==> config.mk <==
export PLATFORM = sky130hd
export DESIGN_NAME = pointer_motion_to_scroll
export DESIGN_NICKNAME = d
export VERILOG_FILES = /design/src/hdl/pmts_pkg.sv /design/src/hdl/pmts_accum.sv /design/src/hdl/pmts_select.sv /design/src/hdl/pmts_scale.sv /design/src/hdl/pointer_motion_to_scroll.sv
export VERILOG_INCLUDE_DIRS = /design/src /design/src/hdl
export SDC_FILE = /design/constraint.sdc
export NUM_CORES = 2
export LEC_CHECK = 0
export ABC_AREA = 0
export BUFFER_PORTS_ARGS = -buffer_cell sky130_fd_sc_hd__buf_2
export CORE_MARGIN = 2
export CORE_UTILIZATION = 45
export DETAILED_ROUTE_END_ITERATION = 6
export PLACE_DENSITY = 0.7
export SKIP_LAST_GASP = 1
export SYNTH_ARGS = -nofsm -noshare
export SYNTH_HDL_FRONTEND = slang
export SYNTH_SLANG_ARGS = --single-unit
==> constraint.sdc <==
create_clock -name clk -period 30.4 [get_ports clk]
set_input_delay 0 -clock clk [delete_from_list [all_inputs] [get_ports clk]]
set_output_delay 0 -clock clk [all_outputs]
set_load 0.02 [all_outputs]
==> src/hdl/assert_macros.svh <==
// Assertion macros shared by the pointer motion to scroll RTL.
`ifndef ASSERT_MACROS_SVH
`define ASSERT_MACROS_SVH
`ifndef SYNTHESIS
`define PMTS_ASSERT_IMPLY(label, clk, rst, ante, cons) \
  label: assert property (@(posedge clk) disable iff (rst) (ante) |-> (cons)) \
    else $error("assertion failed: same-cycle implication");
`define PMTS_ASSERT_NEXT(label, clk, rst, ante, cons) \
  label: assert property (@(posedge clk) disable iff (rst) (ante) |=> (cons)) \
    else $error("assertion failed: next-cycle implication");
`else
`define PMTS_ASSERT_IMPLY(label, clk, rst, ante, cons)
`define PMTS_ASSERT_NEXT(label, clk, rst, ante, cons)
`endif
`endif

==> src/hdl/pmts_pkg.sv <==
// Types, widths and constants of the pointer motion to scroll converter.
package pmts_pkg;

  localparam int MOTION_W    = 16;
  localparam int TIME_W      = 32;
  localparam int ACC_W       = 24;
  localparam int SUM_W       = 26;
  localparam int RATE_W      = 15;
  localparam int AXIS_W      = 28;
  localparam int FIXED_W     = 44;
  localparam int POINT_W     = 36;
  localparam int CFG_INDEX_W = 4;
  localparam int CFG_DATA_W  = RATE_W;

  localparam int BUFFER_WINDOW_MS  = 20;
  localparam int FIXATION_RESET_MS = 300;
  localparam int FIXATION_EARLY_MS = 1000;
  localparam int FIXED_SCALE       = 65536;
  localparam int POINT_SCALE       = 10;
  localparam int RATE_UNIT         = 1024;

  localparam logic [TIME_W-1:0] BUFFER_WINDOW_T  = TIME_W'(BUFFER_WINDOW_MS);
  localparam logic [TIME_W-1:0] FIXATION_RESET_T = TIME_W'(FIXATION_RESET_MS);
  localparam logic [TIME_W-1:0] FIXATION_EARLY_T = TIME_W'(FIXATION_EARLY_MS);
  localparam logic [RATE_W-1:0] RATE_RESET       = RATE_W'(RATE_UNIT);

  localparam int RATE_SHIFT   = $clog2(RATE_UNIT);
  localparam int PROD_W       = ACC_W + RATE_W + 1;
  localparam int FIXED_MULT   = FIXED_SCALE / RATE_UNIT;
  localparam int FIXED_FULL_W = PROD_W + $clog2(FIXED_MULT) + 1;
  localparam int POINT_FULL_W = PROD_W + $clog2(POINT_SCALE) + 1;
  localparam int QUOT_W       = PROD_W - RATE_SHIFT;
  localparam int POINT_QUOT_W = POINT_FULL_W - RATE_SHIFT;
  localparam int AXIS_EXT_W   = (QUOT_W > AXIS_W) ? QUOT_W : AXIS_W;
  localparam int FIXED_EXT_W  = (FIXED_FULL_W > FIXED_W) ? FIXED_FULL_W : FIXED_W;
  localparam int POINT_EXT_W  = (POINT_QUOT_W > POINT_W) ? POINT_QUOT_W : POINT_W;

  localparam logic [CFG_INDEX_W-1:0] REG_DISABLE_VERTICAL   = CFG_INDEX_W'(0);
  localparam logic [CFG_INDEX_W-1:0] REG_DISABLE_HORIZONTAL = CFG_INDEX_W'(1);
  localparam logic [CFG_INDEX_W-1:0] REG_FIXATION_ENABLE    = CFG_INDEX_W'(2);
  localparam logic [CFG_INDEX_W-1:0] REG_SCROLL_RATE        = CFG_INDEX_W'(3);

  typedef struct packed {
    logic              disable_vertical;
    logic              disable_horizontal;
    logic              fixation_enable;
    logic [RATE_W-1:0] scroll_rate;
  } cfg_t;

  typedef struct packed {
    logic signed [ACC_W-1:0] vert;
    logic signed [ACC_W-1:0] horz;
  } delta_pair_t;

endpackage

==> src/hdl/pmts_accum.sv <==
// Saturating motion accumulators and the buffer window that decides when to flush.
`include "assert_macros.svh"
module pmts_accum (
  input  logic                                 clk,
  input  logic                                 rst,
  input  logic                                 step,
  input  logic signed [pmts_pkg::MOTION_W-1:0] dx_motion,
  input  logic signed [pmts_pkg::MOTION_W-1:0] dy_motion,
  input  logic        [pmts_pkg::TIME_W-1:0]   now,
  output logic                                 flush,
  output pmts_pkg::delta_pair_t                delta
);
  import pmts_pkg::*;

  logic signed [ACC_W-1:0]  acc_vertical;
  logic signed [ACC_W-1:0]  acc_horizontal;
  logic        [TIME_W-1:0] window_start;
  logic        [TIME_W-1:0] elapsed;

  // Adds the negated motion and clamps to the accumulator range.
  function automatic logic signed [ACC_W-1:0] acc_add(
    input logic signed [ACC_W-1:0]    a,
    input logic signed [MOTION_W-1:0] m
  );
    logic signed [MOTION_W:0] neg;
    logic signed [ACC_W:0]    s;
    neg = -((MOTION_W+1)'(m));
    s = (ACC_W+1)'(a) + (ACC_W+1)'(neg);
    if (s[ACC_W] != s[ACC_W-1]) begin
      return s[ACC_W] ? {1'b1, {(ACC_W-1){1'b0}}} : {1'b0, {(ACC_W-1){1'b1}}};
    end
    return s[ACC_W-1:0];
  endfunction

  always_comb begin
    elapsed    = now - window_start;
    flush      = elapsed >= BUFFER_WINDOW_T;
    delta.vert = acc_add(acc_vertical, dy_motion);
    delta.horz = acc_add(acc_horizontal, dx_motion);
  end

  always_ff @(posedge clk) begin
    if (rst) begin
      acc_vertical   <= '0;
      acc_horizontal <= '0;
      window_start   <= '0;
    end else if (step) begin
      if (flush) begin
        acc_vertical   <= '0;
        acc_horizontal <= '0;
        window_start   <= now;
      end else begin
        acc_vertical   <= delta.vert;
        acc_horizontal <= delta.horz;
      end
    end
  end

  `PMTS_ASSERT_NEXT(a_flush_clears, clk, rst, step && flush, acc_vertical == '0 && acc_horizontal == '0)

endmodule

==> src/hdl/pmts_select.sv <==
// Axis disabling, minor axis suppression and the optional axis fixation stage.
`include "assert_macros.svh"
module pmts_select (
  input  logic                              clk,
  input  logic                              rst,
  input  logic                              step,
  input  pmts_pkg::cfg_t                    cfg,
  input  pmts_pkg::delta_pair_t             delta_in,
  input  logic [pmts_pkg::TIME_W-1:0]       now,
  output logic                              emit,
  output pmts_pkg::delta_pair_t             delta_out
);
  import pmts_pkg::*;

  logic [TIME_W-1:0]       fix_last_time;
  logic [TIME_W-1:0]       fix_begin_time;
  logic [SUM_W-1:0]        fix_sum_vertical;
  logic [SUM_W-1:0]        fix_sum_horizontal;

  logic signed [ACC_W-1:0] d1, d2, e1, e2, f1, f2;
  logic [ACC_W-1:0]        abs1, abs2;
  logic                    kill1, kill2, fkill1, fkill2;
  logic [TIME_W-1:0]       gap, since_begin, begin_eff;
  logic                    restart, early;
  logic [SUM_W-1:0]        sv_eff, sh_eff, sv_next, sh_next;

  function automatic logic [ACC_W-1:0] magnitude(input logic signed [ACC_W-1:0] v);
    logic [ACC_W-1:0] r;
    r = v[ACC_W-1] ? ACC_W'(-v) : ACC_W'(v);
    return r;
  endfunction

  function automatic logic [SUM_W-1:0] sum_add(
    input logic [SUM_W-1:0] a,
    input logic [ACC_W-1:0] d
  );
    logic [SUM_W:0] s;
    s = (SUM_W+1)'(a) + (SUM_W+1)'(d);
    return s[SUM_W] ? {SUM_W{1'b1}} : s[SUM_W-1:0];
  endfunction

  always_comb begin
    d1    = cfg.disable_vertical ? '0 : delta_in.vert;
    d2    = cfg.disable_horizontal ? '0 : delta_in.horz;
    abs1  = magnitude(d1);
    abs2  = magnitude(d2);
    kill2 = {1'b0, abs1} > {abs2, 1'b0};
    kill1 = {1'b0, abs2} > {abs1, 1'b0};
    e1    = kill1 ? '0 : d1;
    e2    = kill2 ? '0 : d2;

    // A long pause starts a fresh fixation episode.
    gap         = now - fix_last_time;
    restart     = gap > FIXATION_RESET_T;
    begin_eff   = restart ? now : fix_begin_time;
    sv_eff      = restart ? '0 : fix_sum_vertical;
    sh_eff      = restart ? '0 : fix_sum_horizontal;
    fkill2      = {1'b0, sv_eff} > {sh_eff, 1'b0};
    fkill1      = {1'b0, sh_eff} > {sv_eff, 1'b0};
    since_begin = now - begin_eff;
    early       = since_begin < FIXATION_EARLY_T;

    f1 = (cfg.fixation_enable && fkill1) ? '0 : e1;
    f2 = (cfg.fixation_enable && fkill2) ? '0 : e2;

    sh_next = (early && f1 == '0) ? sum_add(sh_eff, abs2) : sh_eff;
    sv_next = (early && f2 == '0) ? sum_add(sv_eff, abs1) : sv_eff;

    emit           = (f1 != '0) || (f2 != '0);
    delta_out.vert = f1;
    delta_out.horz = f2;
  end

  always_ff @(posedge clk) begin
    if (rst) begin
      fix_last_time      <= '0;
      fix_begin_time     <= '0;
      fix_sum_vertical   <= '0;
      fix_sum_horizontal <= '0;
    end else if (step && cfg.fixation_enable) begin
      fix_last_time      <= now;
      fix_begin_time     <= begin_eff;
      fix_sum_vertical   <= sv_next;
      fix_sum_horizontal <= sh_next;
    end
  end

  `PMTS_ASSERT_NEXT(a_fix_idle, clk, rst, !(step && cfg.fixation_enable), $stable(fix_last_time) && $stable(fix_sum_vertical) && $stable(fix_sum_horizontal))

endmodule

==> src/hdl/pmts_scale.sv <==
// Rate multiplier and scaling of one axis into line, fixed-point and point deltas.
`include "assert_macros.svh"
module pmts_scale (
  input  logic                                clk,
  input  logic                                rst,
  input  logic                                load,
  input  logic signed [pmts_pkg::ACC_W-1:0]   d,
  input  logic        [pmts_pkg::RATE_W-1:0]  rate,
  output logic signed [pmts_pkg::AXIS_W-1:0]  axis,
  output logic signed [pmts_pkg::FIXED_W-1:0] fixed,
  output logic signed [pmts_pkg::POINT_W-1:0] point
);
  import pmts_pkg::*;

  logic signed [PROD_W-1:0]       prod;
  logic                           d_nz;
  logic                           d_neg;

  logic signed [PROD_W-1:0]       biased;
  logic signed [QUOT_W-1:0]       quot;
  logic signed [QUOT_W-1:0]       axis_q;
  logic signed [AXIS_EXT_W-1:0]   axis_ext;
  logic signed [FIXED_FULL_W-1:0] fixed_full;
  logic signed [FIXED_EXT_W-1:0]  fixed_ext;
  logic signed [POINT_FULL_W-1:0] point_full;
  logic signed [POINT_FULL_W-1:0] point_biased;
  logic signed [POINT_QUOT_W-1:0] point_quot;
  logic signed [POINT_EXT_W-1:0]  point_ext;

  always_ff @(posedge clk) begin
    if (load) begin
      prod <= PROD_W'(d) * PROD_W'($signed({1'b0, rate}));
    end
  end

  always_ff @(posedge clk) begin
    if (rst) begin
      d_nz  <= 1'b0;
      d_neg <= 1'b0;
    end else if (load) begin
      d_nz  <= d != '0;
      d_neg <= d[ACC_W-1];
    end
  end

  always_comb begin
    // Division by the rate unit truncates towards zero.
    biased = prod + (prod[PROD_W-1] ? PROD_W'(RATE_UNIT - 1) : '0);
    quot   = biased[PROD_W-1:RATE_SHIFT];
    axis_q = quot;
    if (quot == '0 && d_nz) begin
      axis_q = d_neg ? '1 : QUOT_W'(1);
    end
    axis_ext = AXIS_EXT_W'(axis_q);
    if ((&axis_ext[AXIS_EXT_W-1:AXIS_W-1]) || !(|axis_ext[AXIS_EXT_W-1:AXIS_W-1])) begin
      axis = axis_ext[AXIS_W-1:0];
    end else begin
      axis = {axis_ext[AXIS_EXT_W-1], {(AXIS_W-1){~axis_ext[AXIS_EXT_W-1]}}};
    end

    fixed_full = FIXED_FULL_W'(prod) * FIXED_FULL_W'(FIXED_MULT);
    fixed_ext  = FIXED_EXT_W'(fixed_full);
    if ((&fixed_ext[FIXED_EXT_W-1:FIXED_W-1]) || !(|fixed_ext[FIXED_EXT_W-1:FIXED_W-1])) begin
      fixed = fixed_ext[FIXED_W-1:0];
    end else begin
      fixed = {fixed_ext[FIXED_EXT_W-1], {(FIXED_W-1){~fixed_ext[FIXED_EXT_W-1]}}};
    end

    point_full   = POINT_FULL_W'(prod) * POINT_FULL_W'(POINT_SCALE);
    point_biased = point_full
                 + (point_full[POINT_FULL_W-1] ? POINT_FULL_W'(RATE_UNIT - 1) : '0);
    point_quot   = point_biased[POINT_FULL_W-1:RATE_SHIFT];
    point_ext    = POINT_EXT_W'(point_quot);
    if ((&point_ext[POINT_EXT_W-1:POINT_W-1]) || !(|point_ext[POINT_EXT_W-1:POINT_W-1])) begin
      point = point_ext[POINT_W-1:0];
    end else begin
      point = {point_ext[POINT_EXT_W-1], {(POINT_W-1){~point_ext[POINT_EXT_W-1]}}};
    end
  end

  `PMTS_ASSERT_IMPLY(a_min_step, clk, rst, d_nz, axis != '0)
  `PMTS_ASSERT_IMPLY(a_sign_kept, clk, rst, d_nz, axis[AXIS_W-1] == d_neg)

endmodule

==> src/hdl/pointer_motion_to_scroll.sv <==
// Top level of the pointer motion to scroll converter.
// A motion word passes stages s1 to s4 and then the output register. Throughput: one motion
// word per cycle while motion_ready is high; the output register and the stage valid chain
// let input words keep flowing into empty stages while a finished scroll word waits.
// Reset clears accumulators, window and fixation state, and restores the registers
// to their defaults (rate 1024, both axes enabled, fixation off); no clearing pass.
`include "assert_macros.svh"
module pointer_motion_to_scroll (
  input  logic                                  clk,
  input  logic                                  rst,
  input  logic                                  cfg_valid,
  output logic                                  cfg_ready,
  input  logic [pmts_pkg::CFG_INDEX_W-1:0]      cfg_index,
  input  logic [pmts_pkg::CFG_DATA_W-1:0]       cfg_data,
  input  logic                                  motion_valid,
  output logic                                  motion_ready,
  input  logic signed [pmts_pkg::MOTION_W-1:0]  dx_motion,
  input  logic signed [pmts_pkg::MOTION_W-1:0]  dy_motion,
  input  logic        [pmts_pkg::TIME_W-1:0]    time_ms,
  output logic                                  scroll_valid,
  input  logic                                  scroll_ready,
  output logic signed [pmts_pkg::AXIS_W-1:0]    axis_vertical,
  output logic signed [pmts_pkg::AXIS_W-1:0]    axis_horizontal,
  output logic signed [pmts_pkg::FIXED_W-1:0]   fixed_vertical,
  output logic signed [pmts_pkg::FIXED_W-1:0]   fixed_horizontal,
  output logic signed [pmts_pkg::POINT_W-1:0]   point_vertical,
  output logic signed [pmts_pkg::POINT_W-1:0]   point_horizontal
);
  import pmts_pkg::*;

  cfg_t                    cfg;

  logic                    s1_valid;
  logic signed [MOTION_W-1:0] s1_dx;
  logic signed [MOTION_W-1:0] s1_dy;
  logic [TIME_W-1:0]       s1_time;
  logic                    s2_valid;
  delta_pair_t             s2_delta;
  logic [TIME_W-1:0]       s2_time;
  logic                    s3_valid;
  delta_pair_t             s3_delta;
  logic                    s4_valid;

  logic                    out_free, s4_free, s3_free, s2_free, s1_free;
  logic                    s4_go, s3_go, s2_go, s1_go;
  logic                    flush, emit;
  delta_pair_t             acc_delta, sel_delta;

  logic signed [AXIS_W-1:0]  axis_v, axis_h;
  logic signed [FIXED_W-1:0] fixed_v, fixed_h;
  logic signed [POINT_W-1:0] point_v, point_h;

  assign cfg_ready = 1'b1;

  always_ff @(posedge clk) begin
    if (rst) begin
      cfg.disable_vertical   <= 1'b0;
      cfg.disable_horizontal <= 1'b0;
      cfg.fixation_enable    <= 1'b0;
      cfg.scroll_rate        <= RATE_RESET;
    end else if (cfg_valid) begin
      case (cfg_index)
        REG_DISABLE_VERTICAL:   cfg.disable_vertical   <= cfg_data[0];
        REG_DISABLE_HORIZONTAL: cfg.disable_horizontal <= cfg_data[0];
        REG_FIXATION_ENABLE:    cfg.fixation_enable    <= cfg_data[0];
        REG_SCROLL_RATE:        cfg.scroll_rate        <= cfg_data[RATE_W-1:0];
        default: ;
      endcase
    end
  end

  // Each stage moves on when the one after it is empty or moving.
  always_comb begin
    out_free     = !scroll_valid || scroll_ready;
    s4_free      = !s4_valid || out_free;
    s3_free      = !s3_valid || s4_free;
    s2_free      = !s2_valid || s3_free;
    s1_free      = !s1_valid || s2_free;
    s4_go        = s4_valid && out_free;
    s3_go        = s3_valid && s4_free;
    s2_go        = s2_valid && s3_free;
    s1_go        = s1_valid && s2_free;
    motion_ready = s1_free;
  end

  always_ff @(posedge clk) begin
    if (rst) begin
      s1_valid     <= 1'b0;
      s2_valid     <= 1'b0;
      s3_valid     <= 1'b0;
      s4_valid     <= 1'b0;
      scroll_valid <= 1'b0;
    end else begin
      if (s1_free) begin
        s1_valid <= motion_valid;
      end
      if (s2_free) begin
        s2_valid <= s1_valid && flush;
      end
      if (s3_free) begin
        s3_valid <= s2_valid && emit;
      end
      if (s4_free) begin
        s4_valid <= s3_valid;
      end
      if (out_free) begin
        scroll_valid <= s4_valid;
      end
    end
  end

  always_ff @(posedge clk) begin
    if (motion_valid && s1_free) begin
      s1_dx   <= dx_motion;
      s1_dy   <= dy_motion;
      s1_time <= time_ms;
    end
    if (s1_go) begin
      s2_delta <= acc_delta;
      s2_time  <= s1_time;
    end
    if (s2_go) begin
      s3_delta <= sel_delta;
    end
    if (s4_go) begin
      axis_vertical    <= axis_v;
      axis_horizontal  <= axis_h;
      fixed_vertical   <= fixed_v;
      fixed_horizontal <= fixed_h;
      point_vertical   <= point_v;
      point_horizontal <= point_h;
    end
  end

  pmts_accum u_accum (
    .clk       (clk),
    .rst       (rst),
    .step      (s1_go),
    .dx_motion (s1_dx),
    .dy_motion (s1_dy),
    .now       (s1_time),
    .flush     (flush),
    .delta     (acc_delta)
  );

  pmts_select u_select (
    .clk       (clk),
    .rst       (rst),
    .step      (s2_go),
    .cfg       (cfg),
    .delta_in  (s2_delta),
    .now       (s2_time),
    .emit      (emit),
    .delta_out (sel_delta)
  );

  pmts_scale u_scale_vertical (
    .clk   (clk),
    .rst   (rst),
    .load  (s3_go),
    .d     (s3_delta.vert),
    .rate  (cfg.scroll_rate),
    .axis  (axis_v),
    .fixed (fixed_v),
    .point (point_v)
  );

  pmts_scale u_scale_horizontal (
    .clk   (clk),
    .rst   (rst),
    .load  (s3_go),
    .d     (s3_delta.horz),
    .rate  (cfg.scroll_rate),
    .axis  (axis_h),
    .fixed (fixed_h),
    .point (point_h)
  );

  `PMTS_ASSERT_IMPLY(a_word_nonzero, clk, rst, scroll_valid, axis_vertical != '0 || axis_horizontal != '0)
  `PMTS_ASSERT_IMPLY(a_s3_from_s2, clk, rst, $rose(s3_valid), $past(s2_valid))

endmodule
**Yosys cells after proc, flatten, opt, wreduce, memory -nomap -nowiden**

Cells that the tools add are included.

- Register bits after elaboration: 699
- Input bits: 88
- Output and inout port bits: 219
- Logic and storage cells: 165

- $add $sub $neg: 15
- Multiply operators: 4
- $lt $le $gt $ge: 7
- Equality and inequality tests: 5
- Mux-type cells: 37
- Bitwise logic cells: 4
- Reductions and logical operators: 55

Operators by type and width:

| operator | count |
|---|---|
| 2-to-1 mux 24 bit | 16 |
| 2-to-1 mux 26 bit | 6 |
| 2-to-1 mux 30 bit | 4 |
| nonzero test 24 bit | 4 |
| subtractor 32 bit | 3 |
| adder 45 x 10 -> 45 bit | 2 |
| multiplier 40 x 4 -> 44 bit (second input constant) | 2 |
| 2-to-1 mux 44 bit | 2 |
| adder 40 x 10 -> 40 bit | 2 |
| multiplier 24 x 16 -> 40 bit | 2 |
| zero test 30 bit | 2 |
| 2-to-1 mux 28 bit | 2 |
| adder 26 x 24 -> 27 bit | 2 |
| greater-than comparator 26 x 27 -> 1 bit | 2 |
| adder 24 x 17 -> 25 bit | 2 |
| greater-than comparator 24 x 25 -> 1 bit | 2 |
| zero test 24 bit | 2 |
| negator 24 bit | 2 |
| 2-to-1 mux 10 bit | 4 |
| negator 16 -> 17 bit | 2 |
| >= comparator 32 x 5 -> 1 bit (second input constant) | 1 |
| greater-than comparator 32 x 9 -> 1 bit (second input constant) | 1 |
| less-than comparator 32 x 10 -> 1 bit (second input constant) | 1 |
| 2-to-1 mux 32 bit | 1 |
| 12 further kinds | 58 |

**Logic depth before layout (Yosys ltp)**

- Depth after elaboration: 9
- Mapped depth: 41
- Mapped depth without buffers: 36

**Modules after synthesis**

A second synthesis with hierarchy kept.

- Cell total of the unflattened synthesis: 8498
- Area total of the unflattened synthesis: 77242.8 µm²

By module, submodules not included:

| module | times used | cells an instance | area each (µm²) | seq. area each (µm²) |
|---|---|---|---|---|
| pmts_scale at u_scale_horizontal | 1 | 2347 | 19995.4 | 1241.2 |
| pmts_scale at u_scale_vertical | 1 | 2374 | 19950.4 | 1241.2 |
| pmts_select | 1 | 2160 | 15623.7 | 2322.2 |
| pointer_motion_to_scroll | 1 | 516 | 13301.5 | 12712.2 |
| pmts_accum | 1 | 1101 | 8371.8 | 1601.5 |

**Least setup slack after synthesis**

No wires, ideal clock.

- Path type: reg2reg
- Start point: register scroll_valid
- End point: register axis_horizontal[0] (netlist name), enable pin
- Setup time: 793 ps
- Arrival: 9615 ps
- Path slack: 19992 ps
- Cell stages (with the launch flop): 4
- Path buffers: 1
- Period minus slack after synthesis: 10408 ps
- Cell sequence: dfxtp_1 nor2b_1 clkbuf_1 nor2b_1

- Cells in the longest elaborated chain, start to end: 3

Ends and longest elaborated chain:

| what | line | RTL |
|---|---|---|
| from (decl) | pointer_motion_to_scroll.sv:20 | `output logic scroll_valid,` |
| from (signal assigned) | pointer_motion_to_scroll.sv:107 | `scroll_valid <= s4_valid;` |
| zero test 1 bit | pointer_motion_to_scroll.sv:74 | `out_free = !scroll_valid \|\| scroll_ready;` |
| logical OR 1 bit | pointer_motion_to_scroll.sv:74 |  |
| logical AND 1 bit | pointer_motion_to_scroll.sv:79 | `s4_go = s4_valid && out_free;` |
| named net s4_go | pointer_motion_to_scroll.sv:45 | `logic s4_go, s3_go, s2_go, s1_go;` |
| to (signal assigned) | pointer_motion_to_scroll.sv:127 | `axis_horizontal <= axis_h;` |
| to (decl) | pointer_motion_to_scroll.sv:23 | `output logic signed [pmts_pkg::AXIS_W-1:0] axis_horizontal,` |

The timed path passes the listed nets, and every way through them passes these cells.
A chain may end at the register's enable or synchronous reset.

**Final worst setup path**

- Start point: register s2_time[0]
- End point: register u_select.fix_sum_vertical[25]

- Cells in the longest elaborated chain, start to end: 9

Ends and longest elaborated chain:

| what | line | RTL |
|---|---|---|
| from (decl) | pointer_motion_to_scroll.sv:39 | `logic [TIME_W-1:0] s2_time;` |
| from (signal assigned) | pointer_motion_to_scroll.sv:120 | `s2_time <= s1_time;` |
| branches (longest 8 deep; another with subtractor 32 bit) | n/a |  |
| 2-to-1 mux 26 bit * | pmts_select.sv:67 | `sv_next = (early && f2 == '0) ? sum_add(sv_eff, abs1) : sv_eff;` |
| to (signal assigned) | pmts_select.sv:83 | `fix_sum_vertical <= sv_next;` |
| to (decl) | pmts_select.sv:17 | `logic [SUM_W-1:0] fix_sum_vertical;` |

Every way passes the cells marked *.

==> impl_metrics.yaml <==
clock_tree:
  root_buffer: "clkbuf_16"
  cts_resized: 0
  cts_tree: "done"
  clockBufferDepth: 3
  clock-sinks: 699
  h-tree-depth: 3
  post_cts_buffers: 0
  postCtsHoldBufs: 166
  cts_buffers: 82
  insertion_delay_ps: 760
  cts.clk_slew.worst_paths_ps: 60
placement:
  routabilityCongestion: 0.9225
  post-dp-hpwl_mm: 151.7
  portBuffers: 305
worst_setup_path:
  endpoint_kind: "flip-flop"
  worstPathRequired_ps: 31050
  critPathSlowestCell: "or4b_1"
  crit_type: "flip-flop to flip-flop"
  crit_fanout: 38
  worst_setup_path_start_kind: "flip-flop"
  slowest_delay_ps: 1030
  cp.arrival_ps: 11230
  r2r_setup_slack_ps: 19820
  path_buf_inv: 4
  critPathTopFamily: "compound AO/OA/AOI/OAI gates"
routing:
  drt_iter0_markers: 4702
  avgViaCountPerCell: 5.523
  vias: 58427
  final_antenna_net_count: 0
  wirelength_mm: 200.1
  wl_per_cell_um: 18.92
  firstDrtPassIters: 6
  drc_errors: 0
sta:
  hold_viol_final: 0
  min_period_ps: 10580
  worst_pin_slew_ps: 1234
  rsz0062_at_grt: "false"
  clock_skew_ps: 66.45
  slew_headroom_pct: 17.44
  fin_tns_setup_ps: 0
  drv_slew: 0
  clock.fmax_mhz: 94.51
  setup_viol: 0
  min_period_over_period_pct: 34.81
logic_synthesis:
  synth_ff_type: "edfxtp_1"
  ys_ff_latch: 699
  async_flop_share_pct: 0
  synth_cells: 8032
  synth_edf_count: 476
  yosys_warnings: 0
  syn_avg_cell_area_um2: 9.038
  syn_area_um2: 72590
  syn_nets: 9497
  yosysSeqAreaShare_pct: 25.84
  yosysUniqueCellTypes: 91
finish:
  drive_above_1_share_pct: 6.967
  synthToLayoutAreaGrowth_pct: 11.21
  fin_nets: 9807
  layout_common_cells: "inv_1, nand2_1, fa_1"
  final_common_cell: "inv_1"
floorplanning:
  start_util_pct: 45.26
  dieWidth_um: 405.6
  fp.dieH_um: 405.6
  dieArea_um2: 164500
  pin_count: 307
  std_cell_rows: 147
  core_um2: 160400
global_routing:
  grt_usage_pct: 24.24
  grt-ovfl-total: 0
  grt_pass1_wl_mm: 317.4
  antenna_found_initial: 8
  grt_pass1_vias: 58298
  grt_max_degree: 88
flow_run:
  maxCapViolCount: 0
run_status:
  status: "complete, no violations"
worst_hold_path:
  min_path_type: "input pin to flip-flop"
pwr:
  max-vdd-ir-drop_mv: 0.05362
  power_density_nw_per_um2: 35.60
  p_leak_nw: 34.57
  power_w: 0.002874
## sequential cells by signal, summed over array words and instances, names as in the netlist, 35 cells and up
name	cells
s2_delta	48
s3_delta	48
u_scale_horizontal.prod	40
u_scale_vertical.prod	40
fixed_horizontal	39
fixed_vertical	39
point_horizontal	35
point_vertical	35
## worst reg2reg max path, delay by kind of cell (launching register included)
| kind | cells | cell delay, ps |
|---|---|---|
| adder cells (fa/ha/maj) | 3 | 920 |
| buffers and inverters | 4 | 790 |
| multiplexers | 2 | 580 |
| flip-flops | 1 | 400 |
| AND/OR/NAND/NOR | 9 | 3650 |
| XOR/XNOR | 1 | 180 |
| AO/OA/AOI/OAI | 14 | 3930 |
## synthesized netlist by cell type (39+ instances only)
library cell / instances / area, um2
a211oi_1: 61 / 457.9
a21boi_0: 39 / 292.8
a21o_1: 124 / 930.9
a21oi_1: 418 / 2092
a31oi_1: 45 / 281.5
and2_1: 386 / 2415
and3_1: 55 / 344.1
clkbuf_1: 276 / 1036
dfxtp_1: 223 / 4464
edfxtp_1: 476 / 14290
fa_1: 708 / 14170
ha_1: 669 / 8371
inv_1: 1109 / 4163
mux2i_1: 76 / 760.7
nand2_1: 857 / 3217
nand2b_1: 63 / 394.1
nand3_1: 130 / 650.6
nand4_1: 69 / 431.7
nor2_1: 700 / 2628
nor2b_1: 81 / 506.7
nor3_1: 144 / 720.7
nor4_1: 49 / 306.5
o211ai_1: 45 / 337.8
o21a_1: 63 / 473.0
o21ai_0: 233 / 1166
o21bai_1: 53 / 397.9
o31ai_1: 43 / 322.8
or3_1: 41 / 256.5
xnor2_1: 228 / 1997
xor2_1: 153 / 1340
## logic make-up after synthesis
kind of cell / count (synthesis) / share of synthesized area (%)
buf+inv: 1427 / 7.468
simple gates: 2695 / 17.66
flops: 699 / 25.84
compound gates: 1369 / 12.22
mux: 81 / 1.126
xor+xnor: 381 / 4.597
other cells: 1 / 0.005166
fa+ha+maj: 1379 / 31.08
## layout make-up
| class | instances | area [um2] |
|---|---|---|
| clock buffers | 95 | 2121 |
| fillers | 14706 | 79650 |
| multi-input cells | 5906 | 48480 |
| inverters | 1110 | 4169 |
| clock inverters | 58 | 737.0 |
| well taps | 2160 | 2703 |
| flip-flops and latches | 699 | 18770 |
| repair buffers | 543 | 3731 |
| diodes | 7 | 17.52 |
## per-stage QoR
step	cell area, um2	worst slack (ps)	instances	util [%]	hold slack (ps)
final	80730	19820	10578	50.34	60.27
after global routing	80720	18790	10574	50.33	87.39
after floorplan	72590	19990	8032	-	98.87
after CTS	80710	19840	10571	50.33	0.2167
after global placement	76190	20070	10252	47.51	176.4
after detailed placement	76190	19930	10252	47.51	178.1
## per-layer routing
metal  global-route usage, %  part of all wire [%]  vias to the layer above
li1                        -                     -                    27480
met1                   33.97                    45                    28403
met2                   38.48                    45                     2218
met3                   3.935                   7.6                      324
met4                   7.220                   2.8                        2
met5                  0.3866                 0.041                        -
## power breakdown
group	switching (W)	internal, W
combinational	0.000421	0.000281
sequential	0.0000572	0.00107
clock	0.000453	0.000590
## final timing paths
check	cells past startpoint	endpoint	startpoint
min reg2reg	2	u_select.fix_last_time[4]	u_select.fix_last_time[4]
min	4	s1_valid	motion_valid
max	33	u_select.fix_sum_vertical[25]	s2_time[0]
max reg2reg	33	u_select.fix_sum_vertical[25]	s2_time[0]
Power figures use the tool's default switching activity.
